--- config.mk ---
export PLATFORM = sky130hd
export DESIGN_NAME = lfcc_frame_parser
export DESIGN_NICKNAME = d
export VERILOG_FILES = /design/src/design/lfcc_pkg.sv /design/src/design/lfcc_frame_parser.sv
export SDC_FILE = /design/constraint.sdc
export NUM_CORES = 1
export LEC_CHECK = 0
export BUFFER_PORTS_ARGS = -buffer_cell sky130_fd_sc_hd__buf_2
export CAP_MARGIN = 20
export CORE_MARGIN = 8
export CORE_UTILIZATION = 23
export CTS_CLUSTER_DIAMETER = 200
export CTS_CLUSTER_SIZE = 20
export DETAILED_ROUTE_END_ITERATION = 6
export PLACE_DENSITY_LB_ADDON = 0.08
export SKIP_LAST_GASP = 1
export SLEW_MARGIN = 20
export SYNTH_ARGS = -nofsm -noshare
export SYNTH_HDL_FRONTEND = slang
export SYNTH_SLANG_ARGS = --single-unit
--- constraint.sdc ---
create_clock -name clk -period 4.7 [get_ports clk]
set_input_delay 0 -clock clk [delete_from_list [all_inputs] [get_ports clk]]
set_output_delay 0 -clock clk [all_outputs]
set_load 0.01 [all_outputs]
--- src/design/lfcc_pkg.sv ---
// Shared types, codes and the CRC-16/ARC byte update for the frame checker.
`timescale 1ns / 1ps

package lfcc_pkg;

    localparam int unsigned CFG_INDEX_W = 1;
    localparam int unsigned COUNT_W = 10;
    localparam logic [COUNT_W-1:0] COUNT_MAX = '1;
    localparam logic [15:0] CRC_POLY_REFLECTED = 16'hA001;

    localparam logic [CFG_INDEX_W-1:0] CFG_PREHEADER_LENGTH = 1'd0;
    localparam logic [CFG_INDEX_W-1:0] CFG_PREHEADER_BYTES = 1'd1;

    typedef enum logic [2:0] {
        STATUS_OK = 3'd0,
        STATUS_TOO_SHORT = 3'd1,
        STATUS_TRUNCATED = 3'd2,
        STATUS_PREHEADER_MISMATCH = 3'd3,
        STATUS_CHECKSUM_MISMATCH = 3'd4
    } status_t;

    typedef struct packed {
        logic [7:0] in_byte;
        logic in_last;
    } lfcc_in_t;

    typedef struct packed {
        logic [7:0] out_byte;
        logic is_payload;
        logic frame_done;
        logic frame_ok;
        logic op_is_sign;
        logic [2:0] status;
    } lfcc_out_t;

    function automatic logic [15:0] crc16_arc_byte(input logic [15:0] crc,
                                                   input logic [7:0] data);
        logic [15:0] c;
        c = crc ^ {8'h00, data};
        for (int i = 0; i < 8; i++)
        begin
            if (c[0])
            begin
                c = (c >> 1) ^ CRC_POLY_REFLECTED;
            end
            else
            begin
                c = c >> 1;
            end
        end
        return c;
    endfunction

endpackage

--- src/design/lfcc_frame_parser.sv ---
// Frame parser: tracks the field phase, pre-header compare, CRC and verdict.
`timescale 1ns / 1ps

module lfcc_frame_parser
    import lfcc_pkg::*;
#(
    parameter int unsigned MAX_PREHEADER_BYTES = 8,
    parameter int unsigned SIGN_LENGTH_THRESHOLD = 33
)
(
    input  logic clk,
    input  logic rst_n,
    input  logic step,
    input  lfcc_in_t item,
    input  logic [3:0] preheader_length,
    input  logic [63:0] preheader_bytes,
    output lfcc_out_t result
);

    localparam logic [3:0] MAX_LEN = 4'(MAX_PREHEADER_BYTES);
    localparam logic [COUNT_W-1:0] SIGN_THRESH = COUNT_W'(SIGN_LENGTH_THRESHOLD);

    typedef enum logic [2:0] {
        PH_PRE_LEN,
        PH_PRE_DATA,
        PH_PAY_LEN,
        PH_PAY_DATA,
        PH_POST_LEN,
        PH_POST_DATA,
        PH_TRAIL
    } phase_t;

    phase_t phase_reg, phase_upd, phase_next;
    logic [7:0] left_reg, left_upd, left_next;
    logic [7:0] index_reg, index_upd, index_next;
    logic [COUNT_W-1:0] count_reg, count_upd, count_next;
    logic [15:0] crc_reg, crc_upd, crc_next;
    logic [15:0] rx_crc_reg, rx_crc_upd, rx_crc_next;
    logic mismatch_reg, mismatch_upd, mismatch_next;

    logic [3:0] explen;
    logic [7:0] expected_byte;
    logic [7:0] b;
    logic payload;
    status_t status;

    assign b = item.in_byte;
    assign explen = (preheader_length > MAX_LEN) ? MAX_LEN : preheader_length;
    assign expected_byte = preheader_bytes[{index_reg[2:0], 3'b000} +: 8];

    always_comb
    begin
        phase_upd = phase_reg;
        left_upd = left_reg;
        index_upd = index_reg;
        crc_upd = crc_reg;
        rx_crc_upd = rx_crc_reg;
        mismatch_upd = mismatch_reg;
        payload = 1'b0;
        count_upd = (count_reg != COUNT_MAX) ? count_reg + 1'b1 : count_reg;

        unique case (phase_reg)
            PH_PRE_LEN:
            begin
                left_upd = b;
                index_upd = 8'd0;
                if (b < {4'd0, explen})
                begin
                    mismatch_upd = 1'b1;
                end
                phase_upd = (b != 8'd0) ? PH_PRE_DATA : PH_PAY_LEN;
            end
            PH_PRE_DATA:
            begin
                if (index_reg < {4'd0, explen} && b != expected_byte)
                begin
                    mismatch_upd = 1'b1;
                end
                crc_upd = crc16_arc_byte(crc_reg, b);
                index_upd = index_reg + 8'd1;
                left_upd = left_reg - 8'd1;
                if (left_upd == 8'd0)
                begin
                    phase_upd = PH_PAY_LEN;
                end
            end
            PH_PAY_LEN:
            begin
                left_upd = b;
                index_upd = 8'd0;
                phase_upd = (b != 8'd0) ? PH_PAY_DATA : PH_POST_LEN;
            end
            PH_PAY_DATA:
            begin
                payload = 1'b1;
                crc_upd = crc16_arc_byte(crc_reg, b);
                left_upd = left_reg - 8'd1;
                if (left_upd == 8'd0)
                begin
                    phase_upd = PH_POST_LEN;
                end
            end
            PH_POST_LEN:
            begin
                left_upd = b;
                index_upd = 8'd0;
                rx_crc_upd = 16'd0;
                phase_upd = (b != 8'd0) ? PH_POST_DATA : PH_TRAIL;
            end
            PH_POST_DATA:
            begin
                if (index_reg == 8'd0)
                begin
                    rx_crc_upd = {rx_crc_reg[15:8], b};
                end
                else if (index_reg == 8'd1)
                begin
                    rx_crc_upd = {b, rx_crc_reg[7:0]};
                end
                index_upd = index_reg + 8'd1;
                left_upd = left_reg - 8'd1;
                if (left_upd == 8'd0)
                begin
                    phase_upd = PH_TRAIL;
                end
            end
            PH_TRAIL:
            begin
            end
            default:
            begin
            end
        endcase
    end

    always_comb
    begin
        if (count_upd < SIGN_THRESH)
        begin
            status = STATUS_TOO_SHORT;
        end
        else if (phase_upd != PH_TRAIL || index_upd < 8'd2)
        begin
            status = STATUS_TRUNCATED;
        end
        else if (mismatch_upd)
        begin
            status = STATUS_PREHEADER_MISMATCH;
        end
        else if (rx_crc_upd != crc_upd)
        begin
            status = STATUS_CHECKSUM_MISMATCH;
        end
        else
        begin
            status = STATUS_OK;
        end
    end

    always_comb
    begin
        result.out_byte = b;
        result.is_payload = payload;
        result.frame_done = item.in_last;
        result.frame_ok = item.in_last && (status == STATUS_OK);
        result.op_is_sign = item.in_last && (count_upd > SIGN_THRESH);
        result.status = item.in_last ? status : STATUS_OK;
    end

    always_comb
    begin
        if (item.in_last)
        begin
            phase_next = PH_PRE_LEN;
            left_next = 8'd0;
            index_next = 8'd0;
            count_next = '0;
            crc_next = 16'd0;
            rx_crc_next = 16'd0;
            mismatch_next = 1'b0;
        end
        else
        begin
            phase_next = phase_upd;
            left_next = left_upd;
            index_next = index_upd;
            count_next = count_upd;
            crc_next = crc_upd;
            rx_crc_next = rx_crc_upd;
            mismatch_next = mismatch_upd;
        end
    end

    always_ff @(posedge clk or negedge rst_n)
    begin
        if (!rst_n)
        begin
            phase_reg <= PH_PRE_LEN;
            left_reg <= 8'd0;
            index_reg <= 8'd0;
            count_reg <= '0;
            crc_reg <= 16'd0;
            rx_crc_reg <= 16'd0;
            mismatch_reg <= 1'b0;
        end
        else if (step)
        begin
            phase_reg <= phase_next;
            left_reg <= left_next;
            index_reg <= index_next;
            count_reg <= count_next;
            crc_reg <= crc_next;
            rx_crc_reg <= rx_crc_next;
            mismatch_reg <= mismatch_next;
        end
    end

endmodule

Word level (Yosys, flattened, before mapping)
Cells that the tools add are included.

Bits in registers: 62. Input bits: 80. Output and inout bits: 15.

Add/subtract/negate cells: 3. $lt $le $gt $ge: 6. Equal/unequal tests: 10. Shift operators: 1. Muxes and demuxes: 60. Bitwise gates (word level): 16. Reductions and logical operators: 14.

Operators with widths (number): 16-bit 2-to-1 mux (33); 16-bit case mux with 2 select lines (2); 64-bit by 7-bit indexed part select with 8-bit output (1); 2-bit NOT with 3-bit output (15); 8-bit case mux with 2 select lines (2); 3-bit 2-to-1 mux (10); 10-bit 2-to-1 mux (2); 3-bit case mux with 6 select lines (1); 8-bit logical NOT (2); 8-bit by 4-bit less-than comparator with 1-bit output (2); 8-bit 2-to-1 mux (2); 16-bit inequality test (1); 16-bit by 8-bit XOR with 16-bit output (1); 10-bit by 1-bit adder with 10-bit output (second input constant) (1); 10-bit by 6-bit greater-than comparator with 1-bit output (second input constant) (1); 10-bit by 6-bit less-than comparator with 1-bit output (second input constant) (1); 10-bit inequality test (second input constant) (1); 8-bit by 1-bit adder with 8-bit output (second input constant) (1); 8-bit by 1-bit equality test with 1-bit output (second input constant) (1); 8-bit by 2-bit less-than comparator with 1-bit output (second input constant) (1); 8-bit inequality test (1); 8-bit nonzero test (1); 8-bit by 1-bit subtractor with 8-bit output (second input constant) (1); 3-bit by 2-bit equality test with 1-bit output (second input constant) (2); other kinds (15) (24).

Logic depth before layout (Yosys ltp)
Word-level depth: 32. Gate-level depth with buffers: 11. Gate-level depth less buffers: 10.

Least setup slack after synthesis
No wires, ideal clock.

Path kind: flip-flop to output port. Start: register index_reg[0]. End: output result[4] (netlist bit). Arrival: 3.036 ns. Required time: 4.700 ns. Slack: 1.664 ns. Stages on the path, launching flop included: 12. Cells stage by stage: dfrtp_1 -> clkbuf_1 -> inv_2 -> ha_1 -> nor2b_1 -> nand3_2 -> mux2_2 -> and3_1 -> nor4_1 -> nand4_1 -> nor4_2 -> and2_1.

RTL lines: from (decl) (RTL line lfcc_frame_parser.sv:35) `logic [7:0] index_reg, index_upd, index_next;`; from (signal assigned) (RTL line lfcc_frame_parser.sv:210) `index_reg <= index_next;`; to (decl) (RTL line lfcc_frame_parser.sv:17) `output lfcc_out_t result`.

==> results.sh <==
export IMPL_clock_fmax_mhz=264.0
export IMPL_grt_pass1_vias=4900
export IMPL_grt_usage=0.1330
export IMPL_fin_crit_ns=3.788
export IMPL_n_antenna_cell=0
export IMPL_end_kind="primary output"
export IMPL_synth_top_cell_area_share=0.2939
export IMPL_tightest_slew_ns=0.9290
export IMPL_hold_path_class="in -> reg"
export IMPL_ys_flop_type="dfrtp_1"
export IMPL_clock_latency_ns=0.34
export IMPL_die_h_microns=167.5
export IMPL_setup_viol=0
export IMPL_cts_tree="done"
export IMPL_syn2layout_area_growth_pct=17.82
export IMPL_cp_top_family="simple AND/OR/NAND/NOR gates"
export IMPL_drt_pass1_iter_count=5
export IMPL_rsz0062_at_grt="false"
export IMPL_drc_errors=0
export IMPL_regToRegStartpoint="phase_reg[0]$_DFFE_PN0P_"
export IMPL_cts_buffers_inserted=9
export IMPL_synth_ff_latch_count=62
export IMPL_cellPowerDensity_mw_per_mm2=386.5
export IMPL_finalHoldViolations=0
export IMPL_grt_pass1_wl_microns=29080
export IMPL_worstPathMaxFanout=15
export IMPL_nNetsFinal=731
export IMPL_via_per_inst=5.175
export IMPL_wirelength_microns=18540
export IMPL_syn_area_per_cell_sq_um=9.070
export IMPL_max_stage_delay_ns=0.78
export IMPL_cts_max_path_buffers=2
export IMPL_rows=55
export IMPL_r2r_cells=7
export IMPL_yosysWarnings=0
export IMPL_max_cap_viol_count=0
export IMPL_fin_crit_sh=0.8059
export IMPL_status="completed"
export IMPL_synthArstFlopShare=1.000
export IMPL_antenna_found_initial=0
export IMPL_min_path_cells=2
export IMPL_fin_worst_skew_ns=0.007240
export IMPL_place_port_buffers=94
export IMPL_mostFrequentLayoutCells="94 x buf_2, 62 x dfrtp_1, 46 x nand2_1, 31 x a21oi_1, 31 x o21ai_0"
export IMPL_synth_seq_area_share=0.2939
export IMPL_final_common_cell="buf_2"
export IMPL_rr_endpoint="mismatch_reg$_DFFE_PN0P_"
export IMPL_initial_utilization=0.2339
export IMPL_die_w_microns=167.5
export IMPL_ioPinCount=95
export IMPL_timing_critical_path_buf_inv=1
export IMPL_cts_root_buf="clkbuf_16"
export IMPL_tns_ns=0
export IMPL_synth_cells=582
export IMPL_dp_hpwl_microns=13460
export IMPL_place_congestion=0.8074
export IMPL_yosysUniqueCellTypes=67
export IMPL_worst_hold_path_endpoint="rx_crc_reg[7]$_DFFE_PN0P_"
export IMPL_power_total_mw=2.404
export IMPL_cts_sinks=62
export IMPL_dieArea_sq_mm=0.02805
export IMPL_dr_total_vias=4802
export IMPL_startpoint="phase_reg[1]$_DFFE_PN0P_"
export IMPL_crit_chain="nor4b_2 -> nand3_2 -> mux2i_1 -> or3_1 -> a221oi_1 -> nand4_1 -> nor4_2 -> and2_1 -> buf_2"
export IMPL_reg2reg_slack_ns=1.99
export IMPL_crit_type="reg -> out"
export IMPL_syn_cell_area_sq_mm=0.005279
export IMPL_worstHoldStart="item[8]"
export IMPL_yosysTopAreaCell="dfrtp_1"
export IMPL_drt_wirelength_per_cell_microns=19.97
export IMPL_grt_max_degree=63
export IMPL_htreeDepth=3
export IMPL_leakagePower_nw=2.659
export IMPL_dr_first_iter_drc_count=345
export IMPL_synth_edff_count=0
export IMPL_drive_above_1_share=0.2286
export IMPL_synth_fp_nets=674
export IMPL_worstPathRequired_ns=4.70
export IMPL_slowest_stage="nor4b_2"
export IMPL_grt_ovfl_total=0
export IMPL_design_core_area_sq_mm=0.02257
export IMPL_drtAntennaViolNets=0
export IMPL_start_kind="flip-flop"
export IMPL_ir_worst_vdd_v=0.0001574
export IMPL_relSlewSlack=0.3807
export IMPL_clk_pin_slew_worst_paths_ns=0.05
export IMPL_synth_top_cells_by_area="dfrtp_1 29%, mux4_2 6.8%, mux2i_1 4.9%"
export IMPL_arrival_ns=3.79
export IMPL_final_max_slew_viol_count=0
==> Yosys cell counts (all sizes together) (15+ instances only) <==
cell and n:
a21oi 31, buf 22, clkbuf 34, dfrtp 62
inv 19, mux2i 26, mux4 16, nand2 46
nor2 30, nor3 15, o21ai 33, o2bb2ai 28
xnor2 29, xor2 23
==> where the power goes <==
part	switching [mW]	internal, mW	total, mW	leakage (nW)
clock network	0.266	0.489	0.755	0.161
registers	0.0987	0.599	0.698	0.843
logic	0.516	0.436	0.952	1.65
==> how the worst max path moves through the flow <==
stage / endpoint / cells past startpoint
3_5_place_dp: result[4] / 9
4_1_cts: result[4] / 9
2_1_floorplan: result[4] / 11
6_report: result[4] / 9
5_1_grt: result[4] / 9
3_3_place_gp: result[4] / 9
==> final cells by class <==
cell class	instances	area (sq um)
clock buffers	11	252.7
clock inverters	4	70.07
well taps	285	356.6
flip-flops and latches	62	1551
repair buffers	102	533.0
fillers	2436	16350
inverters	19	71.32
multi-input cells	445	3385
==> cells by family after synthesis <==
logic type | share of synthesized area
AOI/OAI and AO/OA | 0.2271
and+or+nand+nor | 0.1643
buffers and inverters | 0.06494
DFF | 0.2939
xor gates and xnor gates | 0.09955
muxes | 0.1218
adders and majority gates | 0.02844
==> stage by stage <==
step	cells	instance area, sq um	util	hold slack [ns]	setup slack (ns)
final	928	6220	0.2756	0.1168	0.9122
after global routing	928	6220	0.2756	0.1203	0.6645
after CTS	928	6220	0.2756	0.1090	0.8884
after detailed placement	912	5887	0.2608	0.2871	1.265
after floorplan	582	5279	-	-0.2956	1.664
after global placement	912	5887	0.2608	0.2842	1.341
==> per-layer routing <==
metal | global-route usage | up-vias | routed length [microns]
met2 | 0.2280 | 114 | 9223
met5 | 0 | - | 0
met1 | 0.1690 | 2380 | 8336
met4 | 0.03377 | 0 | 236
li1 | - | 2289 | -
met3 | 0.02492 | 19 | 738
==> what timing repair did <==
action | 4_1_cts | 5_1_grt
endpoints found under the setup margin | 0 | 0
hold buffers | 1 | 0
resized for setup | 0 | 0
buffers inserted | 0 | 0
endpoints found under the hold margin | 62 | 0
No activity file was read; power rests on OpenSTA's default activity.
